--- config.mk ---
export PLATFORM = sky130hd
export DESIGN_NAME = flow_shop_tardiness_eval
export DESIGN_NICKNAME = d
export VERILOG_FILES = /design/src/fste_pkg.sv /design/src/fste_cell.sv /design/src/fste_tail.sv /design/src/flow_shop_tardiness_eval.sv
export SDC_FILE = /design/constraint.sdc
export NUM_CORES = 2
export LEC_CHECK = 0
export ABC_AREA = 1
export BUFFER_PORTS_ARGS = -buffer_cell sky130_fd_sc_hd__buf_2
export CAP_MARGIN = 20
export CORE_ASPECT_RATIO = 1.4
export CORE_MARGIN = 10
export CORE_UTILIZATION = 40
export DETAILED_ROUTE_END_ITERATION = 7
export SLEW_MARGIN = 20
export SYNTH_ARGS = -nofsm -noshare
export SYNTH_HDL_FRONTEND = slang
export SYNTH_HIERARCHICAL = 1
export SYNTH_SLANG_ARGS = --single-unit
--- constraint.sdc ---
create_clock -name clock -period 12.55 [get_ports clock]
set_input_delay 2.51 -clock clock [delete_from_list [all_inputs] [get_ports clock]]
set_output_delay 2.51 -clock clock [all_outputs]
set_load 0.005 [all_outputs]
--- src/fste_pkg.sv ---
// ----------------------------------------------------------------------------
// Flow shop tardiness evaluator package
// Shared widths, limits and payload types for the machine chain and its tail.
// ----------------------------------------------------------------------------
`default_nettype none

package fste_pkg;

   localparam int MACHINES_DEFAULT = 5;
   localparam int PROC_FIELDS      = 5;
   localparam int TAG_W            = 16;
   localparam int PROC_W           = 16;
   localparam int DUE_W            = 32;
   localparam int TIME_W           = 40;
   localparam int SUM_W            = 48;
   localparam int DIFF_W           = TIME_W + 2;

   localparam logic [TIME_W-1:0] TIME_MAX = {TIME_W{1'b1}};
   localparam logic [SUM_W-1:0]  SUM_MAX  = {SUM_W{1'b1}};

   typedef struct packed {
      logic                     first_job;
      logic                     last_job;
      logic [TAG_W-1:0]         job_tag;
      logic [PROC_W-1:0]        setup_len;
      logic [PROC_W-1:0]        proc_time_m0;
      logic [PROC_W-1:0]        proc_time_m1;
      logic [PROC_W-1:0]        proc_time_m2;
      logic [PROC_W-1:0]        proc_time_m3;
      logic [PROC_W-1:0]        proc_time_m4;
      logic signed [DUE_W-1:0]  due_date;
   } req_type;

   typedef struct packed {
      logic [TAG_W-1:0]  tag_out;
      logic [TIME_W-1:0] finish_time;
      logic [TIME_W-1:0] job_tardiness;
      logic [SUM_W-1:0]  tard_total;
      logic              end_of_schedule;
      logic              overflow;
   } rsp_type;

   // Job as it travels along the chain of machine cells.
   typedef struct packed {
      logic                               first;
      logic                               last;
      logic [TAG_W-1:0]                   tag;
      logic [PROC_W-1:0]                  setup;
      logic signed [DUE_W-1:0]            due;
      logic [PROC_FIELDS-1:0][PROC_W-1:0] proc;
   } job_type;

   // What one cell hands to its right-hand neighbour.
   typedef struct packed {
      job_type           job;
      logic [TIME_W-1:0] avail;
      logic              ovf;
   } stage_type;

endpackage

`default_nettype wire

--- src/fste_cell.sv ---
// ----------------------------------------------------------------------------
// Flow shop machine cell
// Holds one machine's last completion time and computes the job's completion.
// ----------------------------------------------------------------------------
`default_nettype none

module fste_cell #(
   parameter int CELL_INDEX = 0
) (
   input  wire logic                clock,
   input  wire logic                reset,
   input  wire logic                advance,
   input  wire logic                in_valid,
   input  wire fste_pkg::stage_type in_stage,
   output logic                     out_valid,
   output fste_pkg::stage_type      out_stage
);
   import fste_pkg::*;

   logic [PROC_W-1:0] proc;
   logic [PROC_W-1:0] setup_eff;
   logic [TIME_W-1:0] base;
   logic [TIME_W:0]   ready_sum;
   logic [TIME_W-1:0] ready;
   logic [TIME_W-1:0] start;
   logic [TIME_W:0]   fin_sum;
   logic [TIME_W-1:0] fin;
   logic              sticky_in;

   logic              valid_ff;
   stage_type         stage_ff;
   logic [TIME_W-1:0] finish_ff;
   logic              sticky_ff;

   // Machines beyond the input fields process for zero time.
   generate
      if (CELL_INDEX < PROC_FIELDS) begin : g_proc
         assign proc = in_stage.job.proc[CELL_INDEX];
      end else begin : g_no_proc
         assign proc = '0;
      end
   endgenerate

   always_comb begin
      setup_eff = in_stage.job.first ? '0 : in_stage.job.setup;
      base      = in_stage.job.first ? '0 : finish_ff;
      ready_sum = {1'b0, base} + {{(TIME_W + 1 - PROC_W){1'b0}}, setup_eff};
      ready     = ready_sum[TIME_W] ? TIME_MAX : ready_sum[TIME_W-1:0];
      start     = (ready > in_stage.avail) ? ready : in_stage.avail;
      fin_sum   = {1'b0, start} + {{(TIME_W + 1 - PROC_W){1'b0}}, proc};
      fin       = fin_sum[TIME_W] ? TIME_MAX : fin_sum[TIME_W-1:0];
      sticky_in = (in_stage.job.first ? 1'b0 : sticky_ff) | ready_sum[TIME_W]
                  | fin_sum[TIME_W];
   end

   always_ff @(posedge clock) begin
      if (reset) begin
         valid_ff  <= 1'b0;
         finish_ff <= '0;
         sticky_ff <= 1'b0;
      end else if (advance) begin
         valid_ff <= in_valid;
         if (in_valid) begin
            finish_ff <= fin;
            sticky_ff <= sticky_in;
         end
      end
   end

   always_ff @(posedge clock) begin
      if (advance && in_valid) begin
         stage_ff.job   <= in_stage.job;
         stage_ff.avail <= fin;
         stage_ff.ovf   <= in_stage.ovf | sticky_in;
      end
   end

   assign out_valid = valid_ff;
   assign out_stage = stage_ff;

endmodule

`default_nettype wire

--- src/fste_tail.sv ---
// ----------------------------------------------------------------------------
// Flow shop tardiness tail
// Two stages: the job's tardiness, then the running tardiness total.
// ----------------------------------------------------------------------------
`default_nettype none

module fste_tail (
   input  wire logic                clock,
   input  wire logic                reset,
   input  wire logic                advance,
   input  wire logic                in_valid,
   input  wire fste_pkg::stage_type in_stage,
   output logic                     out_valid,
   output fste_pkg::rsp_type        out_rsp
);
   import fste_pkg::*;

   logic signed [DIFF_W-1:0] diff;
   logic                     diff_pos;
   logic                     tard_clip;
   logic [TIME_W-1:0]        tard;
   logic                     tard_sticky_in;
   logic [SUM_W:0]           sum_full;
   logic [SUM_W-1:0]         sum_next;
   logic                     sum_sticky_in;

   // Tardiness stage.
   logic              a_valid_ff;
   logic              a_first_ff;
   logic              a_last_ff;
   logic [TAG_W-1:0]  a_tag_ff;
   logic [TIME_W-1:0] a_finish_ff;
   logic [TIME_W-1:0] a_tard_ff;
   logic              a_ovf_ff;
   logic              tard_sticky_ff;

   // Accumulator stage.
   logic              b_valid_ff;
   rsp_type           b_rsp_ff;
   logic [SUM_W-1:0]  sum_ff;
   logic              sum_sticky_ff;

   always_comb begin
      diff = $signed({2'b00, in_stage.avail})
             - $signed({{(DIFF_W - DUE_W){in_stage.job.due[DUE_W-1]}},
                        in_stage.job.due});
      diff_pos       = !diff[DIFF_W-1] && (diff != '0);
      tard_clip      = diff_pos && diff[TIME_W];
      tard           = !diff_pos ? '0 : (tard_clip ? TIME_MAX : diff[TIME_W-1:0]);
      tard_sticky_in = (in_stage.job.first ? 1'b0 : tard_sticky_ff) | tard_clip;
   end

   always_comb begin
      sum_full      = {1'b0, (a_first_ff ? {SUM_W{1'b0}} : sum_ff)}
                      + {{(SUM_W + 1 - TIME_W){1'b0}}, a_tard_ff};
      sum_next      = sum_full[SUM_W] ? SUM_MAX : sum_full[SUM_W-1:0];
      sum_sticky_in = (a_first_ff ? 1'b0 : sum_sticky_ff) | sum_full[SUM_W];
   end

   always_ff @(posedge clock) begin
      if (reset) begin
         a_valid_ff     <= 1'b0;
         tard_sticky_ff <= 1'b0;
         b_valid_ff     <= 1'b0;
         sum_ff         <= '0;
         sum_sticky_ff  <= 1'b0;
      end else if (advance) begin
         a_valid_ff <= in_valid;
         b_valid_ff <= a_valid_ff;
         if (in_valid) begin
            tard_sticky_ff <= tard_sticky_in;
         end
         if (a_valid_ff) begin
            sum_ff        <= sum_next;
            sum_sticky_ff <= sum_sticky_in;
         end
      end
   end

   always_ff @(posedge clock) begin
      if (advance && in_valid) begin
         a_first_ff  <= in_stage.job.first;
         a_last_ff   <= in_stage.job.last;
         a_tag_ff    <= in_stage.job.tag;
         a_finish_ff <= in_stage.avail;
         a_tard_ff   <= tard;
         a_ovf_ff    <= in_stage.ovf | tard_sticky_in;
      end
      if (advance && a_valid_ff) begin
         b_rsp_ff.tag_out         <= a_tag_ff;
         b_rsp_ff.finish_time     <= a_finish_ff;
         b_rsp_ff.job_tardiness   <= a_tard_ff;
         b_rsp_ff.tard_total      <= sum_next;
         b_rsp_ff.end_of_schedule <= a_last_ff;
         b_rsp_ff.overflow        <= a_ovf_ff | sum_sticky_in;
      end
   end

   assign out_valid = b_valid_ff;
   assign out_rsp   = b_rsp_ff;

endmodule

`default_nettype wire

--- src/flow_shop_tardiness_eval.sv ---
// ----------------------------------------------------------------------------
// Flow shop tardiness evaluator
// Systolic row of machine cells scoring a permutation schedule job by job.
// ----------------------------------------------------------------------------
//
//   Channel  Direction  Handshake              Carries
//   req_     in         req_valid / req_ready  one job of the schedule
//   rsp_     out        rsp_valid / rsp_ready  completion, tardiness, total
//
// One job is taken per clock cycle while the skid entry is empty. A job
// passes MACHINES + 3 register stages (one per machine cell, two in the
// tardiness tail, one at the output): the cell row, then the tardiness and
// accumulator registers of the tail, then the output register. The rate is
// set by the cell row, in which every cell needs only its own previous
// completion and its neighbour's.
// Reset is synchronous and clears all machine completion times, the total
// and the overflow flags. A stalled result is parked in a one-entry skid
// register, so the input keeps taking transactions until that entry fills.
`default_nettype none

module flow_shop_tardiness_eval #(
   parameter int MACHINES = fste_pkg::MACHINES_DEFAULT
) (
   input  wire logic              clock,
   input  wire logic              reset,
   input  wire logic              req_valid,
   output logic                   req_ready,
   input  wire fste_pkg::req_type req_data,
   output logic                   rsp_valid,
   input  wire logic              rsp_ready,
   output fste_pkg::rsp_type      rsp_data
);
   import fste_pkg::*;

   // The whole row moves together; it halts only while the skid entry is
   // occupied, which breaks any combinational path from rsp_ready to
   // req_ready.
   logic                advance;
   logic [MACHINES:0]   chain_valid;
   stage_type           chain_stage [0:MACHINES];
   stage_type           head_stage;
   logic                tail_valid;
   rsp_type             tail_rsp;

   logic                rsp_valid_ff;
   rsp_type             rsp_ff;
   logic                skid_valid_ff;
   rsp_type             skid_ff;

   assign advance   = !skid_valid_ff;
   assign req_ready = advance;

   // Feed of the first cell: the job as received, with no machine ahead of
   // machine 0, so its availability is zero.
   always_comb begin
      head_stage.job.first    = req_data.first_job;
      head_stage.job.last     = req_data.last_job;
      head_stage.job.tag      = req_data.job_tag;
      head_stage.job.setup    = req_data.setup_len;
      head_stage.job.due      = req_data.due_date;
      head_stage.job.proc[0]  = req_data.proc_time_m0;
      head_stage.job.proc[1]  = req_data.proc_time_m1;
      head_stage.job.proc[2]  = req_data.proc_time_m2;
      head_stage.job.proc[3]  = req_data.proc_time_m3;
      head_stage.job.proc[4]  = req_data.proc_time_m4;
      head_stage.avail        = '0;
      head_stage.ovf          = 1'b0;
   end

   assign chain_valid[0] = req_valid;
   assign chain_stage[0] = head_stage;

   // One cell per machine. Jobs pass each cell in schedule order, so every
   // cell sees the previous job's completion on its own machine.
   generate
      for (genvar m = 0; m < MACHINES; m++) begin : g_cell
         fste_cell #(
            .CELL_INDEX (m)
         ) u_cell (
            .clock     (clock),
            .reset     (reset),
            .advance   (advance),
            .in_valid  (chain_valid[m]),
            .in_stage  (chain_stage[m]),
            .out_valid (chain_valid[m+1]),
            .out_stage (chain_stage[m+1])
         );
      end
   endgenerate

   // Tardiness against the due date, then the running total.
   fste_tail u_tail (
      .clock     (clock),
      .reset     (reset),
      .advance   (advance),
      .in_valid  (chain_valid[MACHINES]),
      .in_stage  (chain_stage[MACHINES]),
      .out_valid (tail_valid),
      .out_rsp   (tail_rsp)
   );

   // Output register with a skid entry. When the row advances, the tail's
   // result leaves the tail and must go either to the output register (if
   // that is free or being taken) or into the skid entry.
   always_ff @(posedge clock) begin
      if (reset) begin
         rsp_valid_ff  <= 1'b0;
         skid_valid_ff <= 1'b0;
      end else if (advance) begin
         if (tail_valid) begin
            if (!rsp_valid_ff || rsp_ready) begin
               rsp_valid_ff <= 1'b1;
            end else begin
               skid_valid_ff <= 1'b1;
            end
         end else if (rsp_ready) begin
            rsp_valid_ff <= 1'b0;
         end
      end else if (rsp_ready) begin
         skid_valid_ff <= 1'b0;
      end
   end

   always_ff @(posedge clock) begin
      if (advance) begin
         if (tail_valid) begin
            if (!rsp_valid_ff || rsp_ready) begin
               rsp_ff <= tail_rsp;
            end else begin
               skid_ff <= tail_rsp;
            end
         end
      end else if (rsp_ready) begin
         rsp_ff <= skid_ff;
      end
   end

   assign rsp_valid = rsp_valid_ff;
   assign rsp_data  = rsp_ff;

   // The skid entry is only ever filled behind a waiting result.
   a_skid_behind_rsp: assert property (@(posedge clock) disable iff (reset)
      skid_valid_ff |-> rsp_valid_ff)
      else $error("skid entry occupied while the output register is empty");

   // A parked result is not dropped while the output stays stalled.
   a_skid_holds: assert property (@(posedge clock) disable iff (reset)
      skid_valid_ff && !rsp_ready |=> skid_valid_ff && rsp_valid_ff)
      else $error("parked result lost during an output stall");

   // Without saturation the running total includes this job's tardiness.
   a_total_covers_job: assert property (@(posedge clock) disable iff (reset)
      rsp_valid_ff && !rsp_ff.overflow |->
         rsp_ff.tard_total >= {{(SUM_W - TIME_W){1'b0}}, rsp_ff.job_tardiness})
      else $error("running total below the job tardiness without overflow");

endmodule

`default_nettype wire

# [After elaboration in Yosys (flattened, before gate mapping)]
# Index checks and enable logic that the tools add are counted.
[classes] mux=46 add_sub_neg=12 bitwise=20 n_div=0 eq_ne=2 reduce_logical=27 shifts=0 order_cmp=5 mul=0
[op_table] cell="$mux W40" count=21
[op_table] cell="$mux W146" count=4
[op_table] cell="$add A40 B16 Y41" count=10
[op_table] cell="$gt A40 B40 Y1" count=4
[op_table] cell="$mux W48" count=2
[op_table] cell="$mux W16" count=5
[op_table] cell="$add A48 B40 Y49" count=1
[op_table] cell="$reduce_bool A42 Y1" count=1
[op_table] cell="$sub A41 B32 Y42" count=1
[op_table] cell="$gt A40 B1 Y1 const B" count=1
[op_table] cell="$or A1 B1 Y1" count=18
[op_table] cell="$mux W1" count=14
[op_table] cell="$reduce_and A2 Y1" count=7
[op_table] cell="$logic_and A1 B1 Y1" count=9
[op_table] cell="$reduce_and A3 Y1" count=3
[op_table] cell="$reduce_bool A2 Y1" count=3
[op_table] cell="$ne A2 B2 Y1 const B" count=2
[op_table] cell="$logic_not A1 Y1" count=3
[op_table] cell="$not A1 Y1" count=2
[op_table] cell="$logic_or A1 B1 Y1" count=1
[totals] output_inout_bits=148 word_cells=202 latchBits=0 register_bits=1480 ram_bits=0 romBits=0 n_memories=0

# [Longest topological paths before layout]
[logic_depth] word_depth=8 ltp_mapped=51 mapped_depth_nobuf=46

# [By module]
# The synthesis kept the hierarchy.
[modules_own_cells] mod="fste_cell (g_cell[2].u_cell ...)" cells_each=1628 instances=3 seq_area_each_um2=6456.2 area_per_inst_um2=13590.5
[modules_own_cells] mod="fste_tail" cells_each=2065 instances=1 seq_area_each_um2=8398.1 area_per_inst_um2=16744.8
[modules_own_cells] mod="fste_cell (g_cell[0].u_cell)" cells_each=1653 instances=1 seq_area_each_um2=6456.2 area_per_inst_um2=13426.6
[modules_own_cells] mod="fste_cell (g_cell[1].u_cell)" cells_each=1611 instances=1 seq_area_each_um2=6456.2 area_per_inst_um2=13396.6
[modules_own_cells] mod="flow_shop_tardiness_eval" cells_each=784 instances=1 seq_area_each_um2=8808.4 area_per_inst_um2=10795.4

# [Worst setup path before layout]
# OpenSTA, ideal clock, no wires.
[synth_timing] path_type="in2reg" startpoint="input rsp_ready" endpoint="register rsp_ff (netlist bit rsp_data[0]) (enable)" setup_slack_ns=2.198 setup_ns=0.704 stages=2 n_path_buf=0 arrival_ns=9.648 cell_sequence="nor2_1 -> o22ai_1"
[synth_between] elab_chain_cells=3 elab_cells_between_ends=4 classes_between="eq/ne: 1; reduce/logical: 3"
[synth_rtl] element="from (decl)" line="flow_shop_tardiness_eval.sv:30" rtl="input wire logic rsp_ready,"
[synth_rtl] element="$logic_or A1 B1 Y1" line="flow_shop_tardiness_eval.sv:127" rtl="if (!rsp_valid_ff || rsp_ready) begin"
[synth_rtl] element="$reduce_bool A2 Y1 (no line)"
[synth_rtl] element="$reduce_and A3 Y1 (no line) *"
[synth_rtl] element="to (signal assigned)" line="flow_shop_tardiness_eval.sv:128" rtl="rsp_ff <= tail_rsp;"
[synth_rtl] element="to (signal assigned)" line="flow_shop_tardiness_eval.sv:134" rtl="rsp_ff <= skid_ff;"
[synth_rtl] element="to (decl)" line="flow_shop_tardiness_eval.sv:46" rtl="rsp_type rsp_ff;"
# Every way passes the cells marked *; elsewhere a longest branch is shown, timed or not.
# A chain may end at the register's enable or synchronous reset.

# [Worst setup path in the final report]
[layout_timing] startpoint="register g_cell[0].u_cell.stage_ff (netlist bit g_cell[0].u_cell/out_stage[186])" endpoint="register g_cell[1].u_cell.finish_ff[38]"
[layout_between] elab_chain_cells=7 elab_cells_between_ends=8 classes_between="add/sub: 2; order compare: 1; mux: 5"
[layout_rtl] element="from (decl)" line="fste_cell.sv:31" rtl="stage_type stage_ff;"
[layout_rtl] element="$mux W40 / $mux W16 (equally long branches)" line="fste_cell.sv:46, fste_cell.sv:45"
[layout_rtl] element="$add A40 B16 Y41 *" line="fste_cell.sv:47" rtl="ready_sum = {1'b0, base} + {{(TIME_W + 1 - PROC_W){1'b0}}, setup_eff};"
[layout_rtl] element="$mux W40 *" line="fste_cell.sv:48" rtl="ready = ready_sum[TIME_W] ? TIME_MAX : ready_sum[TIME_W-1:0];"
[layout_rtl] element="$gt A40 B40 Y1" line="fste_cell.sv:49" rtl="start = (ready > in_stage.avail) ? ready : in_stage.avail;"
[layout_rtl] element="$mux W40 *" line="fste_cell.sv:49"
[layout_rtl] element="$add A40 B16 Y41 *" line="fste_cell.sv:50" rtl="fin_sum = {1'b0, start} + {{(TIME_W + 1 - PROC_W){1'b0}}, proc};"
[layout_rtl] element="$mux W40 *" line="fste_cell.sv:51" rtl="fin = fin_sum[TIME_W] ? TIME_MAX : fin_sum[TIME_W-1:0];"
[layout_rtl] element="net g_cell[1].u_cell.fin[38]" line="fste_cell.sv:27" rtl="logic [TIME_W-1:0] fin;"
[layout_rtl] element="to (signal assigned)" line="fste_cell.sv:64" rtl="finish_ff <= fin;"
[layout_rtl] element="to (decl)" line="fste_cell.sv:32" rtl="logic [TIME_W-1:0] finish_ff;"
# The timed path passes the listed nets; every way through them passes the cells marked *.

==> impl_metrics.toml <==
[setup_path]
critPathMaxFanout = 35
cp_common_cell = "nand2_1"
cp-end-kind = "flip-flop"
cp_slowest_cell = "edfxtp_1"
critPathKind = "reg -> reg"
cp.arrival_ns = 11.11
cp.required_ns = 13.30
r2r_setup_slack_ns = 2.19
crit_path_start_kind = "flip-flop"
cpPeakStageDelay_ns = 0.96

[grt]
track_usage = 0.254
grt_max_degree = 169
grt_pass1_vias = 70700
grt.overflow.total = 0
antenna_found_initial = 25
grt_pass1_wl_um = 455000

[placement]
dpl_cell_area_um2 = 91900
dp_cells = 13800
place_congestion = 0.973
dp_hpwl_um = 255000
io_buffers = 297

[floorplanning]
coreArea_um2 = 218000
rows = 203
floorplan.initialDensity = 0.401
die_width_um = 415
die_h_um = 573
die_area_um2 = 238000
pin_count = 298

[routing]
wl_per_cell_um = 22.2
drc = 0
drtIter0Drc = 4835
viasPerCell = 5.00
drt-total-wl_um = 312000
vias = 70400
firstDrtPassIters = 6
antenna_left = 0

[yosys]
yosys_warnings = 6
syn_inst = 10700
netlist_area_um2 = 87400
synth.avg_cell_area_um2 = 8.14

[flow_run]
maxCapViolations = 0

[clock_tree]
cts_tree = "yes"
cts_setup_buffers = 0
numClockSinks = 1480
clockBufferDepth = 4
cts-hold-fix-buffers = 0
clk_pin_slew_worst_paths_ns = 0.07
cts_root_buf = "clkbuf_16"
cts_buffers = 162
htreeDepth = 4
clkLatencyLatePin_ns = 0.85
cts-resized-gates = 0

[sta]
finClkSkew_ns = 0.0784
setup_viol = 0
slew_viol_final = 0
clock.fmax_mhz = 96.5
timing.final.crit_period_ns = 10.36
relSlewSlack = 0.141
worst_pin_slew_ns = 1.29
rsz0062_at_grt = "false"
fin_crit_sh = 0.826
finalSetupTns_ns = 0
hold_violations = 0

[finish]
finish.instance_area_um2 = 97000
nets = 11700
final_core_util = 0.445
fill_cells = 21700
finalNonFillerCells = 14100
drive_above_1_share = 0.102
syn2layout_area_growth_pct = 11.0

[power_and_ir_drop]
p_leak_nw = 45.0
p_total_w = 0.0117
power_density_nw_per_um2 = 121
vdd_drop_max_mv = 0.118

[hold_path]
hold_path_class = "reg -> reg"

[run_status]
status = "completed"
[routing by layer]
metal | global-route usage | wire length, um | vias up
met5 | 0 | 13 | -
met2 | 0.498 | 168000 | 1826
met1 | 0.244 | 107000 | 32800
met4 | 0.181 | 26800 | 2
li1 | - | - | 35000
met3 | 0.0266 | 10300 | 763
[power breakdown]
part,internal (W),leakage (nW),switching [W],total [W]
Clock,0.00266,2.51,0.00205,0.00471
Combinational,0.000439,29.2,0.000979,0.00142
Sequential,0.00547,13.3,0.0000974,0.00556
Total,0.00857,45.0,0.00313,0.0117
[worst paths after layout]
kind | startpoint | to | cells past startpoint
max | g_cell[0].u_cell/out_stage[186] | g_cell[1].u_cell/finish_ff[38] | 37
min | g_cell[4].u_cell/out_stage[184] | u_tail/a_tag_ff[15] | 0
max reg2reg | g_cell[0].u_cell/out_stage[186] | g_cell[1].u_cell/finish_ff[38] | 37
min reg2reg | g_cell[4].u_cell/out_stage[184] | u_tail/a_tag_ff[15] | 0
[registers in the layout, indices dropped and copies added, names as in the netlist, 5 cells and up]
signal,flops
g_cell.u_cell/finish_ff,200
g_cell.u_cell/out_stage,679
g_cell.u_cell/out_valid,5
g_cell.u_cell/sticky_ff,5
rsp_data,146
skid_ff,146
u_tail/a_finish_ff,40
u_tail/a_tag_ff,16
u_tail/a_tard_ff,40
u_tail/out_rsp,146
u_tail/sum_ff,48
[final cells by class]
type                    instances  area (um^2)  share of cell area
flip-flops and latches       1480        41800               0.431
multi-input cells            7303        37700               0.389
inverters                    1791         6820              0.0702
clock buffers                 194         4260              0.0439
well taps                    2870         3590              0.0370
repair buffers                353         1930              0.0198
clock inverters                96          907             0.00935
diodes                          7         17.5            0.000181
[layout by cell type, fill, tap and decap left out, types with 85 or more instances in the layout]
| cell | n |
|---|---|
| inv_1 | 1707 |
| nor2_1 | 1079 |
| clkbuf_16 | 162 |
| a21oi_1 | 470 |
| xor2_1 | 144 |
| nand3_1 | 546 |
| nand4_1 | 131 |
| o21ai_0 | 288 |
| buf_2 | 296 |
| nor2_2 | 85 |
| ha_1 | 446 |
| o21ai_1 | 129 |
| dfxtp_1 | 263 |
| edfxtp_1 | 1216 |
| nand2_1 | 3231 |
[metrics by stage]
stage                     worst slack [ns]  hold slack [ns]
final                                 2.19            0.395
after global routing                  1.73            0.407
after CTS                             2.25            0.396
after detailed placement              1.57            0.405
after global placement                1.60            0.401
after floorplan                       2.20            0.400
[worst max-delay path, delay by kind of cell, from the launching register on]
kind / cells / cell delay (ns)
simple gates: 24 / 5.26
buf+inv: 3 / 0.42
flops: 1 / 0.96
compound gates: 5 / 1.84
fa+ha+maj: 5 / 1.71
Note: power is estimated with default switching activity, not from simulation.
